`src/design/sdcp_pkg.sv`:
```
package sdcp_pkg;

  localparam int RING_DEPTH_DEF = 64;

  // port offsets from the card base
  localparam logic [3:0] OFS_MIX_INDEX  = 4'd4;
  localparam logic [3:0] OFS_MIX_DATA   = 4'd5;
  localparam logic [3:0] OFS_RESET      = 4'd6;
  localparam logic [3:0] OFS_READ_DATA  = 4'd10;
  localparam logic [3:0] OFS_WRITE_DATA = 4'd12;
  localparam logic [3:0] OFS_STATUS_A   = 4'd14;
  localparam logic [3:0] OFS_STATUS_B   = 4'd15;

  // mixer register indexes
  localparam logic [7:0] MIX_IDX_MASTER = 8'h22;
  localparam logic [7:0] MIX_IDX_3F     = 8'h3F;
  localparam logic [7:0] MIX_IDX_IGNORE = 8'h83;

  // DSP opcodes
  localparam logic [7:0] OP_NONE        = 8'h00;
  localparam logic [7:0] OP_SET_RATE    = 8'h41;
  localparam logic [7:0] OP_DMA16_START = 8'hB4;
  localparam logic [23:0] DMA16_PARAMS  = 24'h30FF0F;

  localparam logic [7:0] REPLY_RESET     = 8'hAA;
  localparam logic [7:0] WR_STATUS_BYTE  = 8'h7F;
  localparam logic [7:0] RD_STATUS_BYTE  = 8'hFF;
  localparam logic [7:0] MIX_VOL_DEFAULT = 8'hFF;

  // command field
  localparam logic CMD_READ  = 1'b0;
  localparam logic CMD_WRITE = 1'b1;

  typedef struct packed {
    logic err;
    logic dma;
  } cmd_res_t;

  // number of parameter bytes that follow each opcode
  function automatic logic [1:0] param_len(input logic [7:0] op);
    logic [1:0] n;
    n = 2'd0;
    case (op)
      8'h04, 8'h08, 8'h0F, 8'h10, 8'h38, 8'h40,
      8'hE0, 8'hE2, 8'hE4, 8'hF9:                 n = 2'd1;
      8'h05, 8'h0E, 8'h14, 8'h15, 8'h16, 8'h17,
      8'h24, 8'h41, 8'h42, 8'h48,
      8'h74, 8'h75, 8'h76, 8'h77, 8'h80:          n = 2'd2;
      default: begin
        if (op[7:4] == 4'hB || op[7:4] == 4'hC) n = 2'd3;
      end
    endcase
    return n;
  endfunction

endpackage

```
`src/design/sdcp_if.sv`:
```
interface sdcp_in_if;
  logic       valid;
  logic       ready;
  logic       command;
  logic [3:0] port_offset;
  logic [7:0] write_byte;

  modport source (output valid, command, port_offset, write_byte, input ready);
  modport sink   (input valid, command, port_offset, write_byte, output ready);
endinterface

interface sdcp_out_if;
  logic        valid;
  logic        ready;
  logic [7:0]  read_byte;
  logic        access_status;
  logic        dma_start;
  logic [15:0] sample_rate;

  modport source (output valid, read_byte, access_status, dma_start, sample_rate,
                  input ready);
  modport sink   (input valid, read_byte, access_status, dma_start, sample_rate,
                  output ready);
endinterface

```
`src/design/sdcp_cmd.sv`:
```
module sdcp_cmd (
  input  logic              clk,
  input  logic              rst_n,
  input  logic              strobe,
  input  logic [7:0]        byte_in,
  output sdcp_pkg::cmd_res_t res,
  output logic [15:0]       rate
);

  logic [7:0]  pend_r, pend_nxt;
  logic [1:0]  rem_r, rem_nxt;
  logic [23:0] acc_r, acc_nxt;
  logic [15:0] rate_r, rate_nxt;
  logic [7:0]  op_w;
  logic [1:0]  rem_w;
  logic [23:0] acc_w;

  always_comb begin
    op_w     = pend_r;
    rem_w    = rem_r;
    acc_w    = acc_r;
    pend_nxt = pend_r;
    rem_nxt  = rem_r;
    acc_nxt  = acc_r;
    rate_nxt = rate_r;
    res      = '0;
    if (strobe) begin
      if (pend_r == sdcp_pkg::OP_NONE) begin
        op_w  = byte_in;
        rem_w = sdcp_pkg::param_len(byte_in);
        acc_w = '0;
      end else if (rem_r != 2'd0) begin
        acc_w = {acc_r[15:0], byte_in};
        rem_w = rem_r - 2'd1;
      end
      pend_nxt = op_w;
      rem_nxt  = rem_w;
      acc_nxt  = acc_w;
      if (rem_w == 2'd0) begin
        if (op_w == sdcp_pkg::OP_SET_RATE) begin
          rate_nxt = acc_w[15:0];
        end else if (op_w == sdcp_pkg::OP_DMA16_START && acc_w == sdcp_pkg::DMA16_PARAMS) begin
          res.dma = 1'b1;
        end else begin
          res.err = 1'b1;
        end
        pend_nxt = sdcp_pkg::OP_NONE;
        acc_nxt  = '0;
      end
    end
  end

  assign rate = rate_nxt;

  always_ff @(posedge clk) begin
    if (!rst_n) begin
      pend_r <= sdcp_pkg::OP_NONE;
      rem_r  <= 2'd0;
      acc_r  <= '0;
      rate_r <= '0;
    end else begin
      pend_r <= pend_nxt;
      rem_r  <= rem_nxt;
      acc_r  <= acc_nxt;
      rate_r <= rate_nxt;
    end
  end

  // a half-built command always has its opcode held
  a_rem_has_op: assert property (@(posedge clk) disable iff (!rst_n)
    rem_r != 2'd0 |-> pend_r != sdcp_pkg::OP_NONE)
    else $error("parameter bytes pending without opcode");

  a_dma_err_excl: assert property (@(posedge clk) disable iff (!rst_n)
    !(res.dma && res.err))
    else $error("dma start and error together");

  a_rate_hold: assert property (@(posedge clk) disable iff (!rst_n)
    !strobe |=> rate_r == $past(rate_r))
    else $error("sample rate changed without a command byte");

endmodule

```
`src/design/sound_dsp_command_port.sv`:
```
// Sound-card DSP command port.
// in_ch carries one byte-wide bus access per item: command (0 read, 1 write),
// port_offset from the card base and write_byte. out_ch returns one item per
// access: read_byte, access_status (1 = unsupported port, mixer index or
// opcode), a one-item dma_start pulse for an accepted 16-bit DMA playback
// command, and sample_rate as it stands after the access.
// Each access passes an input register, then the decode and state update
// feeding the result register. One access is taken per cycle for as long as
// the result side keeps up; a stalled result register holds the input register,
// and in_ch.ready drops only when both are full.
// Reset (rst_n low, synchronous) empties the reply ring, clears the command
// assembler and sample rate, sets both mixer volumes to 0xFF and drops both
// valids. The reply ring only ever holds the reset reply 0xAA, so it is kept as
// a pair of pointers; a write pointer that laps the read pointer empties it.
module sound_dsp_command_port #(
  parameter int RING_DEPTH = sdcp_pkg::RING_DEPTH_DEF
) (
  input  logic            clk,
  input  logic            rst_n,
  sdcp_in_if.sink         in_ch,
  sdcp_out_if.source      out_ch
);

  localparam int PW = (RING_DEPTH > 1) ? $clog2(RING_DEPTH) : 1;

  // input register
  logic       in_vld_r;
  logic       in_cmd_r;
  logic [3:0] in_ofs_r;
  logic [7:0] in_byte_r;

  // result register
  logic        out_vld_r;
  logic [7:0]  out_byte_r, out_byte_nxt;
  logic        out_err_r, out_err_nxt;
  logic        out_dma_r;
  logic [15:0] out_rate_r;

  // block state
  logic [PW-1:0] wr_ptr_r, wr_ptr_nxt;
  logic [PW-1:0] rd_ptr_r, rd_ptr_nxt;
  logic [7:0]    last_r, last_nxt;
  logic [7:0]    mix_sel_r, mix_sel_nxt;
  logic [7:0]    vol_r, vol_nxt;
  logic [7:0]    mix3f_r, mix3f_nxt;

  logic adv, go, cmd_strobe;
  sdcp_pkg::cmd_res_t cmd_res;
  logic [15:0] rate;

  assign adv         = !out_vld_r || out_ch.ready;
  assign go          = in_vld_r && adv;
  assign in_ch.ready = !in_vld_r || adv;
  assign cmd_strobe  = go && in_cmd_r == sdcp_pkg::CMD_WRITE &&
                       in_ofs_r == sdcp_pkg::OFS_WRITE_DATA;

  sdcp_cmd u_cmd (
    .clk     (clk),
    .rst_n   (rst_n),
    .strobe  (cmd_strobe),
    .byte_in (in_byte_r),
    .res     (cmd_res),
    .rate    (rate)
  );

  always_comb begin
    wr_ptr_nxt   = wr_ptr_r;
    rd_ptr_nxt   = rd_ptr_r;
    last_nxt     = last_r;
    mix_sel_nxt  = mix_sel_r;
    vol_nxt      = vol_r;
    mix3f_nxt    = mix3f_r;
    out_byte_nxt = '0;
    out_err_nxt  = 1'b0;
    if (in_cmd_r == sdcp_pkg::CMD_WRITE) begin
      case (in_ofs_r)
        sdcp_pkg::OFS_MIX_INDEX: mix_sel_nxt = in_byte_r;
        sdcp_pkg::OFS_MIX_DATA: begin
          if (mix_sel_r == sdcp_pkg::MIX_IDX_MASTER)   vol_nxt = in_byte_r;
          else if (mix_sel_r == sdcp_pkg::MIX_IDX_3F)  mix3f_nxt = in_byte_r;
          else if (mix_sel_r != sdcp_pkg::MIX_IDX_IGNORE) out_err_nxt = 1'b1;
        end
        sdcp_pkg::OFS_RESET: begin
          wr_ptr_nxt = (wr_ptr_r == PW'(RING_DEPTH - 1)) ? '0 : wr_ptr_r + PW'(1);
        end
        sdcp_pkg::OFS_WRITE_DATA: out_err_nxt = cmd_res.err;
        default: out_err_nxt = 1'b1;
      endcase
    end else begin
      case (in_ofs_r)
        sdcp_pkg::OFS_MIX_INDEX: out_byte_nxt = mix_sel_r;
        sdcp_pkg::OFS_MIX_DATA: begin
          if (mix_sel_r == sdcp_pkg::MIX_IDX_MASTER)  out_byte_nxt = vol_r;
          else if (mix_sel_r == sdcp_pkg::MIX_IDX_3F) out_byte_nxt = mix3f_r;
          else out_err_nxt = 1'b1;
        end
        sdcp_pkg::OFS_READ_DATA: begin
          // empty ring repeats the last reply
          if (rd_ptr_r != wr_ptr_r) begin
            last_nxt   = sdcp_pkg::REPLY_RESET;
            rd_ptr_nxt = (rd_ptr_r == PW'(RING_DEPTH - 1)) ? '0 : rd_ptr_r + PW'(1);
          end
          out_byte_nxt = last_nxt;
        end
        sdcp_pkg::OFS_WRITE_DATA: out_byte_nxt = sdcp_pkg::WR_STATUS_BYTE;
        sdcp_pkg::OFS_STATUS_A,
        sdcp_pkg::OFS_STATUS_B:   out_byte_nxt = sdcp_pkg::RD_STATUS_BYTE;
        default: out_err_nxt = 1'b1;
      endcase
    end
  end

  always_ff @(posedge clk) begin
    if (!rst_n) begin
      in_vld_r  <= 1'b0;
      out_vld_r <= 1'b0;
      wr_ptr_r  <= '0;
      rd_ptr_r  <= '0;
      last_r    <= '0;
      mix_sel_r <= '0;
      vol_r     <= sdcp_pkg::MIX_VOL_DEFAULT;
      mix3f_r   <= sdcp_pkg::MIX_VOL_DEFAULT;
    end else begin
      if (in_ch.ready) in_vld_r <= in_ch.valid;
      if (adv)         out_vld_r <= in_vld_r;
      if (go) begin
        wr_ptr_r  <= wr_ptr_nxt;
        rd_ptr_r  <= rd_ptr_nxt;
        last_r    <= last_nxt;
        mix_sel_r <= mix_sel_nxt;
        vol_r     <= vol_nxt;
        mix3f_r   <= mix3f_nxt;
      end
    end
  end

  always_ff @(posedge clk) begin
    if (in_ch.ready && in_ch.valid) begin
      in_cmd_r  <= in_ch.command;
      in_ofs_r  <= in_ch.port_offset;
      in_byte_r <= in_ch.write_byte;
    end
    if (go) begin
      out_byte_r <= out_byte_nxt;
      out_err_r  <= out_err_nxt;
      out_dma_r  <= cmd_res.dma;
      out_rate_r <= rate;
    end
  end

  assign out_ch.valid         = out_vld_r;
  assign out_ch.read_byte     = out_byte_r;
  assign out_ch.access_status = out_err_r;
  assign out_ch.dma_start     = out_dma_r;
  assign out_ch.sample_rate   = out_rate_r;

  a_dma_ok: assert property (@(posedge clk) disable iff (!rst_n)
    out_vld_r && out_dma_r |-> !out_err_r)
    else $error("dma start reported with error status");

  a_write_no_data: assert property (@(posedge clk) disable iff (!rst_n)
    go && in_cmd_r == sdcp_pkg::CMD_WRITE |=> out_byte_r == 8'h00)
    else $error("write item returned data");

  a_pop_reply: assert property (@(posedge clk) disable iff (!rst_n)
    go && in_cmd_r == sdcp_pkg::CMD_READ && in_ofs_r == sdcp_pkg::OFS_READ_DATA &&
    rd_ptr_r != wr_ptr_r |=> last_r == sdcp_pkg::REPLY_RESET)
    else $error("ring pop did not return the reset reply");

  a_state_hold: assert property (@(posedge clk) disable iff (!rst_n)
    !go |=> $stable(rd_ptr_r) && $stable(wr_ptr_r) && $stable(mix_sel_r))
    else $error("state changed without an item");

endmodule

```
`src/flat_wrapper.sv`:
```
// flat-port wrapper written by rule: the top's interface ports become plain ports
module sound_dsp_command_port_flat 
#(
  parameter int RING_DEPTH = sdcp_pkg::RING_DEPTH_DEF
)
  (clk, rst_n, in_ch_valid, in_ch_command, in_ch_port_offset, in_ch_write_byte, in_ch_ready, out_ch_valid, out_ch_read_byte, out_ch_access_status, out_ch_dma_start, out_ch_sample_rate, out_ch_ready);
  sdcp_in_if in_ch_i ();
  sdcp_out_if out_ch_i ();
  input  logic clk;
  input  logic rst_n;
  input wire logic [$bits(in_ch_i.valid)-1:0] in_ch_valid;
  input wire logic [$bits(in_ch_i.command)-1:0] in_ch_command;
  input wire logic [$bits(in_ch_i.port_offset)-1:0] in_ch_port_offset;
  input wire logic [$bits(in_ch_i.write_byte)-1:0] in_ch_write_byte;
  output wire logic [$bits(in_ch_i.ready)-1:0] in_ch_ready;
  output wire logic [$bits(out_ch_i.valid)-1:0] out_ch_valid;
  output wire logic [$bits(out_ch_i.read_byte)-1:0] out_ch_read_byte;
  output wire logic [$bits(out_ch_i.access_status)-1:0] out_ch_access_status;
  output wire logic [$bits(out_ch_i.dma_start)-1:0] out_ch_dma_start;
  output wire logic [$bits(out_ch_i.sample_rate)-1:0] out_ch_sample_rate;
  input wire logic [$bits(out_ch_i.ready)-1:0] out_ch_ready;
  assign in_ch_i.valid = in_ch_valid;
  assign in_ch_i.command = in_ch_command;
  assign in_ch_i.port_offset = in_ch_port_offset;
  assign in_ch_i.write_byte = in_ch_write_byte;
  assign in_ch_ready = in_ch_i.ready;
  assign out_ch_valid = out_ch_i.valid;
  assign out_ch_read_byte = out_ch_i.read_byte;
  assign out_ch_access_status = out_ch_i.access_status;
  assign out_ch_dma_start = out_ch_i.dma_start;
  assign out_ch_sample_rate = out_ch_i.sample_rate;
  assign out_ch_i.ready = out_ch_ready;
  sound_dsp_command_port #(.RING_DEPTH(RING_DEPTH)) u_core (.clk(clk), .rst_n(rst_n), .in_ch(in_ch_i), .out_ch(out_ch_i));
endmodule
```
`config.mk`:
```
export PLATFORM = sky130hd
export DESIGN_NAME = sound_dsp_command_port_flat
export DESIGN_NICKNAME = d
export VERILOG_FILES = /design/src/design/sdcp_pkg.sv /design/src/design/sdcp_if.sv /design/src/design/sdcp_cmd.sv /design/src/design/sound_dsp_command_port.sv /design/src/flat_wrapper.sv
export SDC_FILE = /design/constraint.sdc
export NUM_CORES = 1
export LEC_CHECK = 0
export ABC_CLOCK_PERIOD_IN_PS = 2950
export BUFFER_PORTS_ARGS = -buffer_cell sky130_fd_sc_hd__buf_2
export CAP_MARGIN = 25
export CORE_MARGIN = 2
export CORE_UTILIZATION = 50
export CTS_CLUSTER_DIAMETER = 40
export DETAILED_ROUTE_END_ITERATION = 8
export HOLD_SLACK_MARGIN = 0.02
export MAX_ROUTING_LAYER = met4
export PLACE_DENSITY = 0.71
export SYNTH_ARGS = -nofsm -noshare
export SYNTH_HDL_FRONTEND = slang
export SYNTH_SLANG_ARGS = --single-unit
```
`constraint.sdc`:
```
create_clock -name clk -period 2.95 [get_ports clk]
set_clock_uncertainty 0.1 [all_clocks]
set_input_delay 0.1475 -clock clk [delete_from_list [all_inputs] [get_ports clk]]
set_output_delay 0.1475 -clock clk [all_outputs]
set_load 0.01 [all_outputs]
```
Word-level counts from Yosys, hierarchy flattened --
Index checks and enable logic that the tools add are counted.
Word-level totals: input bits 17, output and inout port bits 28, flip-flop bits (word level) 135, logic and storage cells 128
Operators by class: add/sub/neg operators 3, equal/unequal tests 43, bitwise operators 4, mux-type cells 34, reduce and logical (&&, ||, !) cells 25
Operators with widths (number):
- two-way mux 24 bit | 4
- == test 8 x 7 -> 1 bit (second input constant) | 9
- == test 8 bit (second input constant) | 6
- two-way mux 16 bit | 3
- two-way mux 8 bit | 6
- == test 8 x 5 -> 1 bit (second input constant) | 5
- case mux 8 bit (5 select lines) | 1
- == test 8 x 6 -> 1 bit (second input constant) | 4
- == test 24 x 22 -> 1 bit (second input constant) | 1
- == test 4 bit (second input constant) | 6
- == test 8 x 4 -> 1 bit (second input constant) | 3
- == test 8 x 3 -> 1 bit (second input constant) | 2
- OR reduction 15 bit | 1
- two-way mux 2 bit | 7
- adder 6 x 1 -> 6 bit (second input constant) | 2
- == test 4 x 3 -> 1 bit (second input constant) | 3
- == test 6 bit (second input constant) | 2
- two-way mux 6 bit | 2
- OR reduction 10 bit | 1
- AND reduction 3 bit | 3
- logical NOT 8 bit | 1
- two-way mux 1 bit | 8
- inequality test 8 bit (second input constant) | 1
- AND reduction 4 bit | 2
- 15 further kinds | 26

Longest topological paths before layout --
Gate-level depths: netlist of the first run.
word-level depth 14, depth in mapped cells 9

Modules after synthesis --
From an unflattened synthesis of the first run, not the netlist that was laid out.
Unflattened totals: cells, all modules 662, area, all modules 6571.3 µm²
Modules (own cells, without submodules):
- sound_dsp_command_port | area each 3747.3 µm², cells each 334, seq. area each 2092.0 µm², times used 1
- sdcp_cmd | area each 2824.0 µm², cells each 328, seq. area each 1001.0 µm², times used 1

Worst setup path after synthesis of the first run --
OpenSTA, ideal clock, no wires.
path type reg-to-reg, start register u_core.in_byte_r[2], end register u_core.out_rate_r[10] (netlist: u_core.out_ch.sample_rate[10]), data pin, cell stages (with the launch flop) 9, library setup time 260 ps, arrival 2205 ps, setup slack 386 ps, cell sequence edfxtp_1 > clkbuf_1 > nor2_1 > nand4b_1 > o311ai_0 > nor3_2 > o211ai_4 > buf_4 > mux2_2
Between the ends: word-level cells in the longest chain between the ends 8
RTL lines:
- start, declared | line sound_dsp_command_port.sv:30 | logic [7:0] in_byte_r;
- start signal, assigned | line sound_dsp_command_port.sv:141 | in_byte_r <= in_ch.write_byte;
- == test 8 x 3 -> 1 bit, or another cell as far along | line sdcp_pkg.sv:43 | case (op)
- OR reduction 15 bit / OR reduction 10 bit (equally long branches) | line sdcp_pkg.sv:43
- case mux 2 bit (2 select lines) | line sdcp_pkg.sv:43
- two-way mux 2 bit | line sdcp_cmd.sv:28 | if (pend_r == sdcp_pkg::OP_NONE) begin
- two-way mux 2 bit | line sdcp_cmd.sv:27 | if (strobe) begin
- logical NOT 2 bit | line sdcp_cmd.sv:39 | if (rem_w == 2'd0) begin
- two-way mux 16 bit * | line sdcp_cmd.sv:39
- two-way mux 16 bit * | line sdcp_cmd.sv:27
- net u_core.rate[10] | line sound_dsp_command_port.sv:49 | logic [15:0] rate;
- end signal, assigned | line sound_dsp_command_port.sv:147 | out_rate_r <= rate;
- end, declared | line sound_dsp_command_port.sv:37 | logic [15:0] out_rate_r;
Mark *: on every way through the listed nets, which the timed path passes. The rest lies on a longest branch. The select of a mux whose other input is x is not followed. A chain may end at the register's enable or synchronous reset.

Worst setup path after layout of the first run --
start register u_core.in_byte_r[7], end register u_core.out_rate_r[14] (netlist: u_core.out_ch.sample_rate[14]), data pin
Between the ends: word-level cells in the longest chain between the ends 9
RTL lines (line):
- branches (longest 7 deep; another with OR reduction 15 bit)
- two-way mux 16 bit * | sdcp_cmd.sv:39
- two-way mux 16 bit * | sdcp_cmd.sv:27
- net u_core.rate[14] | sound_dsp_command_port.sv:49
Mark *: on every way through the listed nets, which the timed path passes. The select of a mux whose other input is x is not followed.

==> results of run 1 <==
==> routing by layer <==
| layer | global-route usage (%) | wire length, microns |
|---|---|---|
| met1 | 30.3 | 6780 |
| met4 | 9.96 | 380 |
| met5 | - | 0 |
| met2 | 37.3 | 7410 |
| met3 | 4.58 | 892 |
==> cells in the final DEF (no fill, tap or decap), drive strengths merged, types with 13 or more instances in the layout <==
cell type,instances
nand2,108
dfxtp,96
buf,82
edfxtp,39
mux2i,38
a21oi,35
nor2b,31
nor2,28
clkbuf,28
o21ai,22
mux2,17
and3,16
a22oi,14
dlygate4sd3,14
and2,13
==> final timing paths <==
| check | to | from | cells after the start |
|---|---|---|---|
| max | u_core.out_ch.sample_rate[14] | u_core.in_byte_r[7] | 9 |
| min | u_core.out_ch.valid | out_ch_ready | 4 |
| max reg2reg | u_core.out_ch.sample_rate[14] | u_core.in_byte_r[7] | 9 |
| min reg2reg | u_core.u_cmd.rate_r[4] | u_core.u_cmd.rate_r[4] | 2 |
==> what timing repair did <==
action	in CTS	in global routing
setup buffers	0	10
hold buffers	14	0
endpoints found under the setup margin	0	17
endpoints found under the hold margin	14	0
gates resized for setup	0	1
==> state kept, by name (all words and copies together), names as in the netlist, 2 cells and up <==
register	flops
u_core.in_byte_r	8
u_core.in_ofs_r	4
u_core.last_r	8
u_core.mix3f_r	8
u_core.mix_sel_r	8
u_core.out_ch.read_byte	8
u_core.out_ch.sample_rate	16
u_core.rd_ptr_r	6
u_core.u_cmd.acc_r	24
u_core.u_cmd.pend_r	8
u_core.u_cmd.rate_r	16
u_core.u_cmd.rem_r	2
u_core.vol_r	8
u_core.wr_ptr_r	6
==> final cells by class <==
type                    count  share of cell area, %
well taps                 172                   2.83
clock inverters             4                  0.592
multi-input cells         472                   40.3
diodes                      1                 0.0329
repair buffers             96                   8.82
inverters                   5                  0.247
clock buffers              28                   6.53
flip-flops and latches    135                   40.7
==> critical path, cell delays in order (launching register included) <==
cell	delay (ns)
sky130_fd_sc_hd__edfxtp_1	0.51
sky130_fd_sc_hd__buf_4	0.20
sky130_fd_sc_hd__buf_4	0.14
sky130_fd_sc_hd__nor4bb_1	0.25
sky130_fd_sc_hd__o21ai_0	0.13
sky130_fd_sc_hd__o311ai_1	0.17
sky130_fd_sc_hd__nor3_2	0.14
sky130_fd_sc_hd__o211ai_4	0.21
sky130_fd_sc_hd__buf_12	0.24
sky130_fd_sc_hd__mux2_2	0.37
==> stage by stage <==
stage / hold slack, ns / area [sq um]
2_1_floorplan: 0.146 / 6370
3_3_place_gp: 0.227 / 6840
3_5_place_dp: 0.226 / 6840
4_1_cts: 0.0949 / 7530
5_1_grt: 0.130 / 7600
6_report: 0.110 / 7600
==> logic make-up (layout without fill, tap and decap cells) <==
kind of cell	after synthesis	after routing	share of synthesized area, %
xor+xnor	14	14	1.92
fa+ha+maj	2	2	0.392
flops	135	135	48.5
other cells	0	1	0
compound gates	131	131	14.1
buf+inv	52	133	3.49
simple gates	270	270	22.6
mux	55	55	8.97
==> synthesized netlist by cell type, types with 2 or more instances <==
cell type / number
sky130_fd_sc_hd__nand2_1: 108
sky130_fd_sc_hd__dfxtp_1: 96
sky130_fd_sc_hd__edfxtp_1: 39
sky130_fd_sc_hd__mux2i_1: 38
sky130_fd_sc_hd__a21oi_1: 35
sky130_fd_sc_hd__clkbuf_1: 34
sky130_fd_sc_hd__nor2b_1: 30
sky130_fd_sc_hd__nor2_1: 27
sky130_fd_sc_hd__o21ai_0: 22
sky130_fd_sc_hd__mux2_2: 17
sky130_fd_sc_hd__and3_1: 16
sky130_fd_sc_hd__a22oi_1: 14
sky130_fd_sc_hd__and2_1: 13
sky130_fd_sc_hd__a22o_1: 11
sky130_fd_sc_hd__a31oi_1: 11
sky130_fd_sc_hd__xor2_1: 10
sky130_fd_sc_hd__buf_2: 9
sky130_fd_sc_hd__nor3b_1: 9
sky130_fd_sc_hd__nand4_1: 8
sky130_fd_sc_hd__o21a_1: 8
sky130_fd_sc_hd__a221oi_1: 7
sky130_fd_sc_hd__nand4b_1: 6
sky130_fd_sc_hd__nor3_1: 6
sky130_fd_sc_hd__nor4_1: 6
sky130_fd_sc_hd__inv_1: 5
sky130_fd_sc_hd__nand2b_1: 5
sky130_fd_sc_hd__nand3b_1: 5
sky130_fd_sc_hd__nor4bb_1: 5
sky130_fd_sc_hd__or4_1: 5
sky130_fd_sc_hd__nand3_1: 4
sky130_fd_sc_hd__or3_1: 4
sky130_fd_sc_hd__xnor2_1: 4
sky130_fd_sc_hd__a21boi_0: 3
sky130_fd_sc_hd__o211ai_1: 3
sky130_fd_sc_hd__a211oi_1: 2
sky130_fd_sc_hd__a41oi_1: 2
sky130_fd_sc_hd__buf_4: 2
sky130_fd_sc_hd__ha_1: 2
sky130_fd_sc_hd__nor4b_1: 2
sky130_fd_sc_hd__o311ai_0: 2
==> report_power, final <==
group	switching [uW]	internal [uW]	total, uW
logic	115	92.6	208
clock network	729	1220	1950
registers	28.7	1940	1970
==> run summary, run 1 <==
The run finished with clean final reports. STA classifies the critical path startpoint as a flop. The total via count in the routed design came out at 5223. The number of nets in the synthesized netlist is 678. The worst-case setup margin in the final layout came out at 0.215 ns. The clock latency at the later pin of the worst-skew pair came out at 0.42 ns. The first global-routing pass estimated 24.2 mm of wire.

The total number of H-tree levels came out at 4. The part of the Yosys area used for sequential elements is 48.5%. Setup repair after global routing left no endpoint under its margin. The die is 117 microns wide. TritonCTS built the clock tree. Along the worst path, the maximum fanout reaches 32.

The number of instances in the synthesized netlist came out at 659. The number of top-level pins is 45. The setup slack after placement is 0.118 ns. Entering global routing, the biggest net connects 70 pins.

Using the TritonRoute via totals, the vias-per-cell ratio works out to 5.72. At the end of the flow, the number of nets in the layout was 746. The starting utilization of the core area is 50.9%. The chip height came out at 117 microns. Counting flops with a built-in enable in the synthesized netlist gives 39.

Summed over all cells, the static leakage comes to 0.00288 uW. The clock buffer count from CTS is 17. The initial antenna violation count is 1. During placement, the flow inserted port buffers numbering 44.

The total negative setup slack came out at 0 ns. The final number of setup-violating endpoints came out at 0. The number of DRC violations after detailed routing came out at 0.

Based on the critical path, the design can be clocked at up to 0.366 GHz. The tree built by TritonCTS fans out to 135 sinks. The total global-route track usage came out at 23.8%. The area of the core region came out at 0.0125 sq mm. The maximum resistive drop on vdd is 0.358 mV. The count of standard-cell rows is 41. The register clock-pin slew on the reported worst setup and hold paths is 0.06 ns. The number of pins with negative max-slew slack in the final report came out at 0.

The pin slew with the least headroom to its limit is 0.699 ns. The library cell used as clock root buffer is sky130_fd_sc_hd__clkbuf_16. The netlist area before placement came out at 0.00637 sq mm.

The total count of hold-check failures in the final report is 0. The wire length reported by the detailed router is 15.5 mm. The flip-flop and latch count after synthesis is 135. The normalized max-slew margin is 53.0%.

The area of the die is 0.0137 sq mm. The overflow left after global routing came out at 0. The share of the synthesized area in the top cell type came out at 30.1%. The dominant cell type by area after synthesis is sky130_fd_sc_hd__dfxtp_1. Data arrives at the worst endpoint at 2.80 ns. Summing all flip-flop and latch instances after layout gives 0.00309 sq mm. Cells with a size suffix above 1 make up 18.4% of the layout. The mean area per synthesized cell came out at 9.67 sq um. The final cell count without fillers came out at 913. The share of synthesized registers carrying an async set or reset came out at 0%. The required time of the critical path came out at 3.02 ns. Dividing total power by cell area gives a power density of 543 mW/mm^2. The path class of the lowest-slack min-delay path is input pin to flop.

Across the run, the number of max-cap violations was 0. The DRC marker count from the first detailed-route iteration came out at 478. The relative area change from synthesis to final layout came out at 19.3%. The shortest period the worst path allows came out at 2.73 ns. The core occupancy in the finished layout is 60.7%.

The critical path is of the flop to flop type. The power consumption came out at 4130 uW. The HPWL after detailed placement is 10.5 mm. In this run the register-to-register setup slack is 0.22 ns. The clock passes through at most 2 buffers. The number of antenna-violating nets in the routed design is 0. The routability-driven placement congestion ratio is 0.911.

Dividing the final minimum period by the clock period gives 92.7%. The number of global-route vias before repair came out at 4845. The first-pass detailed-route iteration total came out at 5. In the post-synthesis netlist, the biggest area contributors are sky130_fd_sc_hd__dfxtp_1, sky130_fd_sc_hd__edfxtp_1, sky130_fd_sc_hd__nand2_1. Summing all multi-input logic gate instances after layout gives 0.00306 sq mm. The instance count after placement with tap cells included came out at 856. The detail-routed net length per standard cell came out at 16.9 microns.

In the synthesized netlist the dominant register cell turns out to be sky130_fd_sc_hd__dfxtp_1. The count of different cell masters after synthesis is 64. STA classifies the critical path endpoint as a flop.

Yosys printed 0 warnings. The fill cell total of the finished layout is 1063.
Note: power is estimated with default switching activity, not from simulation.
==> run 2, diff against run 1 <==
--- a/config.mk
+++ b/config.mk
@@ -5,16 +5,16 @@
 export SDC_FILE = /design/constraint.sdc
 export NUM_CORES = 1
 export LEC_CHECK = 0
-export ABC_CLOCK_PERIOD_IN_PS = 2950
+export ABC_CLOCK_PERIOD_IN_PS = 2700
 export BUFFER_PORTS_ARGS = -buffer_cell sky130_fd_sc_hd__buf_2
 export CAP_MARGIN = 25
 export CORE_MARGIN = 2
-export CORE_UTILIZATION = 50
+export CORE_UTILIZATION = 45
 export CTS_CLUSTER_DIAMETER = 40
 export DETAILED_ROUTE_END_ITERATION = 8
 export HOLD_SLACK_MARGIN = 0.02
 export MAX_ROUTING_LAYER = met4
-export PLACE_DENSITY = 0.71
+export PLACE_DENSITY = 0.65
 export SYNTH_ARGS = -nofsm -noshare
 export SYNTH_HDL_FRONTEND = slang
 export SYNTH_SLANG_ARGS = --single-unit
==> constraint.sdc (replaced) <==
create_clock -name clk -period 2.7 [get_ports clk]
set_clock_uncertainty 0.1 [all_clocks]
set_input_delay 0.135 -clock clk [delete_from_list [all_inputs] [get_ports clk]]
set_output_delay 0.135 -clock clk [all_outputs]
set_load 0.01 [all_outputs]
==> run 2 against run 1 <==
Hold slack gained 0.011 ns; largest cell class unchanged; global-route usage shrank 2.1 points; sequential cell count is the same; first-iteration DRC count shrank 13%; setup slack lost 0.14 ns.
==> run summary, run 2 (synthesis results as in run 1) <==
The worst setup path is of the flop to flop kind. The register clock-pin slew on the reported worst setup and hold paths is 0.05 ns. The total count of hold-check failures in the final report is 0. The first-pass detailed-route iteration total is 5. The maximum resistive drop on vdd is 0.590 mV. The clock buffer count from CTS came out at 17. The final cell count without fillers is 929. The post-route clock period utilization is 97.3%.

The detail-routed net length per standard cell came out at 16.5 microns. The wire length of the first global-routing pass came out at 24.7 mm. The tightest hold path in the finished design has a slack of 0.121 ns. The shortest period the worst path allows came out at 2.63 ns. The clock sink count is 135. The path class of the lowest-slack min-delay path is input pin to flop.

The startpoint kind of the worst setup timing path is a flop. The maximum number of pins on one net before global-route repair is 68. The detailed router put a total of 7.02 mm of wire on met1.

The slack of the worst reg-to-reg path is 0.07 ns. Derived from the worst setup path, the maximum achievable clock frequency is 0.381 GHz. The library cell used as clock root buffer is sky130_fd_sc_hd__clkbuf_16. The most common library cell in the layout ignoring fill and taps is sky130_fd_sc_hd__nand2_1. The starting utilization of the core area is 45.9%. Ranked by flip-flop count, first place goes to u_core.u_cmd.acc_r.

The instance count after placement with tap cells included is 879. The area of the die is 0.0151 sq mm. The DRC marker count from the first detailed-route iteration is 417. The end of the worst register-to-register path is u_core.out_ch.sample_rate[5]. For the pin with the worst max-slew slack, the measured transition is 0.693 ns. In the final layout, the share of cells above drive strength 1 is 20.4%.

The number of max-capacitance violations reported is 0. The reported leakage power came out at 0.00296 uW. 0 antenna diodes ended up in the layout.

The clock tree from TritonCTS is done. The number of pins with negative max-slew slack in the final report is 0. The worst hold path begins at rst_n. The flip-flop count of the largest register after layout came out at 24. The fill cell total of the finished layout came out at 1210. The initial antenna violation count came out at 0.

The total global-route track usage came out at 21.7%. The number of DRC violations after detailed routing is 0. The met2 routed wirelength is 7.12 mm. Counting along the longest clock path gives a buffer depth of 2. Setup repair after global routing could not meet its margin everywhere.

The largest fanout of any net on the critical path came out at 31. The quantity of I/O buffers inserted on ports is 44. Detailed placement ended at an HPWL of 10.6 mm. The flow ran to the end, and the final reports show no timing, DRC or antenna violations. The areal power density over the cells is 602 mW/mm^2. The clock latency at the later pin of the worst-skew pair is 0.41 ns. Headroom to the max-slew limit came out at 53.8%. The count of cells along the worst register-to-register path is 8. The most critical setup path has its endpoint at u_core.out_ch.sample_rate[5]. The total via count in the routed design came out at 5231. The met3 routed wirelength is 899 microns. In this run the vertical extent of the chip is 123 microns. The count of standard-cell rows is 43. Compared with the post-synthesis result, the final layout area differs by 21.6%. The area of the core region is 0.0139 sq mm. Traced cell by cell, the critical path runs through buf_4, nor2b_1, nand4b_1, a211oi_2, o41ai_4, o211ai_4, buf_12, mux2_2. The number of antenna-violating nets in the routed design came out at 0. In this run the critical register-to-register path is launched from u_core.in_byte_r[4].

The required time of the critical path is 2.76 ns. The overflow left after global routing came out at 0. In the layout the commonest cells are sky130_fd_sc_hd__nand2_1, sky130_fd_sc_hd__dfxtp_1, sky130_fd_sc_hd__buf_2.

The worst setup path is captured at a flop. The count of nets after finishing came out at 755. The launching instance or port of the critical path is u_core.in_byte_r[4]. The number of global-route vias before repair came to 4965. The final number of setup-violating endpoints is 0.

The detailed-route vias per instance is 5.63. The width of the die came out at 123 microns. Routability-driven placement finished with a final weighted congestion of 0.910. The total number of H-tree levels is 4. Pin placement for this block handled 45 I/O pins.

The delay of the slowest cell on the worst path came out at 0.46 ns. The arrival time reported for the critical path endpoint is 2.69 ns. The routed design has 15.3 mm of wire. The highest metal layer with signal wires is met4. The critical path's slowest cell is sky130_fd_sc_hd__edfxtp_1.
-- run 2: stage by stage --
| step | area, sq um | power (uW) | TNS (ns) | worst slack, ns | utilization [%] |
|---|---|---|---|---|---|
| finish | 7750 | 4670 | 0 | 0.0739 | 55.9 |
| CTS | 7710 | 4710 | 0 | 0.0109 | 55.6 |
| floorplan | 6370 | 2310 | 0 | 0.136 | - |
| global placement | 6970 | 2400 | 0 | 0.109 | 50.2 |
| detailed placement | 6970 | 2400 | -0.432 | -0.0474 | 50.2 |
| global route | 7750 | 4820 | 0 | 0.00249 | 55.9 |
-- run 2: final cells by class --
class                           instances  area, sq um  share of cell area (%)
Sequential cell                       135         3090                    39.9
Multi-Input combinational cell        472         3080                    39.7
Timing Repair Buffer                  105          736                    9.49
Clock buffer                           27          546                    7.04
Tap cell                              180          225                    2.91
Clock inverter                          5         55.1                   0.710
Inverter                                5         18.8                   0.242
-- run 2: how the worst min path moves through the flow --
stage,to,slack [ns],cells after the start
2_1_floorplan,u_core.in_byte_r[0],0.13,0
3_3_place_gp,u_core.in_byte_r[1],0.21,1
3_5_place_dp,u_core.in_byte_r[1],0.21,1
4_1_cts,u_core.mix3f_r[0],0.11,2
5_1_grt,u_core.out_ch.valid,0.14,4
6_report,u_core.mix3f_r[0],0.12,2
-- run 2: what timing repair did --
item | 4_1_cts | 5_1_grt
gates resized for setup | 2 | 5
setup endpoints to repair | 16 | 30
pin swaps | 0 | 1
hold buffers | 14 | 0
hold endpoints to repair | 14 | 0
setup buffers | 0 | 3
-- run 2: critical path: cells and delay by family (launching register included) --
family / cells / cell delay (ns)
multiplexers: 1 / 0.37
buffers and inverters: 2 / 0.46
AO/OA/AOI/OAI: 3 / 0.59
AND/OR/NAND/NOR: 2 / 0.34
flip-flops: 1 / 0.46
-- run 2: power breakdown --
part / total, uW / switching, uW / internal, uW / leakage [uW]
clock network: 2290 / 812 / 1480 / 0.000298
registers: 2140 / 23.1 / 2120 / 0.00115
logic: 242 / 136 / 106 / 0.00151
-- run 2: routing by layer --
metal | track usage [%] | vias up
met5 | - | -
met4 | 8.24 | 0
met3 | 5.40 | 25
met2 | 32.8 | 146
met1 | 28.1 | 2521
li1 | - | 2539
==> run 3, diff against run 2 <==
--- a/config.mk
+++ b/config.mk
@@ -7,14 +7,16 @@
 export LEC_CHECK = 0
 export ABC_CLOCK_PERIOD_IN_PS = 2700
 export BUFFER_PORTS_ARGS = -buffer_cell sky130_fd_sc_hd__buf_2
-export CAP_MARGIN = 25
+export CAP_MARGIN = 20
+export CELL_PAD_IN_SITES_DETAIL_PLACEMENT = 0
+export CELL_PAD_IN_SITES_GLOBAL_PLACEMENT = 1
 export CORE_MARGIN = 2
 export CORE_UTILIZATION = 45
 export CTS_CLUSTER_DIAMETER = 40
 export DETAILED_ROUTE_END_ITERATION = 8
 export HOLD_SLACK_MARGIN = 0.02
 export MAX_ROUTING_LAYER = met4
-export PLACE_DENSITY = 0.65
+export PLACE_DENSITY = 0.79
 export SYNTH_ARGS = -nofsm -noshare
 export SYNTH_HDL_FRONTEND = slang
 export SYNTH_SLANG_ARGS = --single-unit
==> run 3 against run 2 <==
Critical path depth grew 1; clock power is 5% lower; power shrank 1.9%; sequential power about the same; combinational power rose by 11%; utilization increased by 1.4 points; clock-buffer cell count shrank 6; final area is 2.6% higher; critical path type unchanged; critical endpoint is now u_core.out_ch.sample_rate[14].
==> run summary, run 3 (synthesis results as in run 1) <==
The flow ran to the end, and the final reports show no timing, DRC or antenna violations. The register name with the most flops is u_core.u_cmd.acc_r. The count of cells along the worst register-to-register path came out at 9. The width of the die came out at 123 microns. The library cell used as clock root buffer is sky130_fd_sc_hd__clkbuf_16. The setup slack after placement is -0.0604 ns. The slack of the worst reg-to-reg path came out at 0.01 ns. TritonCTS built the clock tree.

Dividing the detail-routed wire length by the instance count gives 17.1 microns. The congestion estimate from routability-driven global placement came to 0.831. The maximum resistive drop on vdd is 0.506 mV. In this run the most critical hold path is launched from rst_n. In the layout the commonest cells are sky130_fd_sc_hd__nand2_1, sky130_fd_sc_hd__dfxtp_1, sky130_fd_sc_hd__buf_4.

The clock latency at the later pin of the worst-skew pair is 0.42 ns. The share of total power in sequential cells is 46.6%. The total negative setup slack came out at 0 ns. The antenna diode instance count is 0.

The post-route cell area is 0.00795 sq mm. The tree built by TritonCTS fans out to 135 sinks. The detailed-route vias per instance came out at 5.50. In this run the critical register-to-register path is captured at u_core.out_ch.sample_rate[14]. The worst hold path passes through 2 cells.

The number of pins with negative max-slew slack in the final report came out at 0. The net count of the finished layout is 779. In this run the cell area measured after placement is 0.00699 sq mm. Detailed placement finished with a half-perimeter wire length of 10.8 mm. The total net switching power is 1000 uW. The total count of hold-check failures in the final report is 0. The chip height is 123 microns.

The path class of the lowest-slack min-delay path is input pin to flop. The required time of the critical path came out at 2.78 ns. The worst setup path is launched from a flop.

The number of global-route vias before repair is 5064. Across all setup checks in the final design, the least slack found is 0.0148 ns. The largest fanout of any net on the critical path came out at 7. Summed over all cells, the static leakage comes to 0.00307 uW.

Data on the critical path arrives at its endpoint at 2.76 ns. Combinational cells account for 5.9% of the total power. The number of antenna-violating nets in the routed design came out at 0. The worst hold path terminates at u_core.vol_r[1].

The final number of setup-violating endpoints came out at 0. The area of the die came out at 0.0151 sq mm. The starting utilization of the core area came out at 45.9%. The normalized max-slew margin is 53.6%.

The area growth from synthesis to layout is 24.7%. The shortest period the worst path allows came out at 2.69 ns. The pin slew with the least headroom to its limit is 0.696 ns. The clock network fraction of design power came out at 47.5%.

The total number of H-tree levels is 4. The internal power contribution is 3580 uW. The number of max-capacitance violations reported is 0. The first-pass detailed-route iteration total is 5. The register clock-pin slew on the reported worst setup and hold paths came out at 0.06 ns. During I/O placement, the number of pins put on the boundary was 45. The number of clock buffers added by TritonCTS is 17.

The wire length of the first global-routing pass came out at 25.4 mm. In this run the power density over the cells is 576 mW/mm^2. The number of DRC violations after detailed routing is 0.

The library cell used most frequently in the layout, excluding fill and tap cells, is sky130_fd_sc_hd__nand2_1. The layout cell share with drive strength beyond 1 came out at 22.4%. Counting along the longest clock path gives a buffer depth of 2. The flip-flop count of the largest register after layout is 24. The maximum number of pins on one net before global-route repair came out at 72. In the finished design, the share of the clock period the worst path needs comes to 99.5%.

The kind of critical path is flop to flop. The DRC marker count from the first detailed-route iteration came out at 401. Across all layers, the routed design uses 5245 vias. The routed design has 16.3 mm of wire. The total global-route track usage came out at 22.3%. The overflow left after global routing is 0. The quantity of I/O buffers inserted on ports is 44. The initial antenna violation count is 0.

The worst hold slack after final layout came out at 0.102 ns. The floorplan has 43 rows. In this run switching power makes up 21.9% of total power.

Timing would allow up to 0.372 GHz. The startpoint identified for the worst register-to-register timing path is u_core.in_byte_r[7]. The area of the core region is 0.0139 sq mm. STA classifies the critical path endpoint as a flop.
## run 3: worst max-delay path: stages, from the launching register on
cell and delay (ns):
sky130_fd_sc_hd__edfxtp_1 0.42, sky130_fd_sc_hd__buf_4 0.18, sky130_fd_sc_hd__nor4b_2 0.16, sky130_fd_sc_hd__o311ai_1 0.35, sky130_fd_sc_hd__o311ai_2 0.20, sky130_fd_sc_hd__nor3_2 0.31
sky130_fd_sc_hd__o211ai_4 0.12, sky130_fd_sc_hd__buf_12 0.16, sky130_fd_sc_hd__clkbuf_16 0.16, sky130_fd_sc_hd__mux2_2 0.27
## run 3: what timing repair did
item                                    4_1_cts  5_1_grt
endpoints found under the hold margin        14        0
pin swaps                                     0        5
gates resized for setup                       1        8
setup buffers                                 0       23
endpoints found under the setup margin       16       16
cloned                                        0        2
hold buffers                                 14        0
## run 3: power by group through the flow
stage               registers [uW]  logic [uW]  clock network (uW)
detailed placement            2180         226                   0
CTS                           2140         242                2200
floorplan                     2180         128                   0
finish                        2140         268                2180
global placement              2180         223                   0
global route                  2140         291                2300
## run 3: how the worst max path moves through the flow
stage                               endpoint                start  cells after the start  slack (ns)
2_1_floorplan  u_core.out_ch.sample_rate[10]  u_core.in_byte_r[2]                      8        0.14
3_3_place_gp    u_core.out_ch.sample_rate[6]  u_core.in_byte_r[5]                      7        0.05
3_5_place_dp   u_core.out_ch.sample_rate[14]  u_core.in_byte_r[4]                      7       -0.06
4_1_cts        u_core.out_ch.sample_rate[14]  u_core.in_byte_r[4]                      8        0.03
5_1_grt               u_core.u_cmd.rate_r[6]  u_core.in_byte_r[7]                     11       -0.04
6_report       u_core.out_ch.sample_rate[14]  u_core.in_byte_r[7]                      9        0.01
## run 3: metal layers
| metal | vias up | track usage [%] | wire length [microns] |
|---|---|---|---|
| met4 | 0 | 6.75 | 221 |
| met1 | 2514 | 29.1 | 7780 |
| met3 | 23 | 5.63 | 740 |
| met2 | 121 | 34.4 | 7580 |
| met5 | - | - | 0 |
| li1 | 2587 | - | - |
## run 3: area by class of cell
cell class | instances | area, sq um
inverter | 5 | 18.8
sequential | 135 | 3090
fill | 1229 | 5930
tap | 180 | 225
clock buffer | 21 | 440
clock inverter | 11 | 108
multi-input combinational | 472 | 3090
timing repair buffer | 129 | 982
## run 3: per-stage QoR
step                util (%)  total power (uW)  instances
finish                  57.3              4580        953
global route            57.3              4730        953
CTS                     55.3              4590        928
detailed placement      50.4              2410        882
global placement        50.4              2410        882
floorplan                  -              2310        659
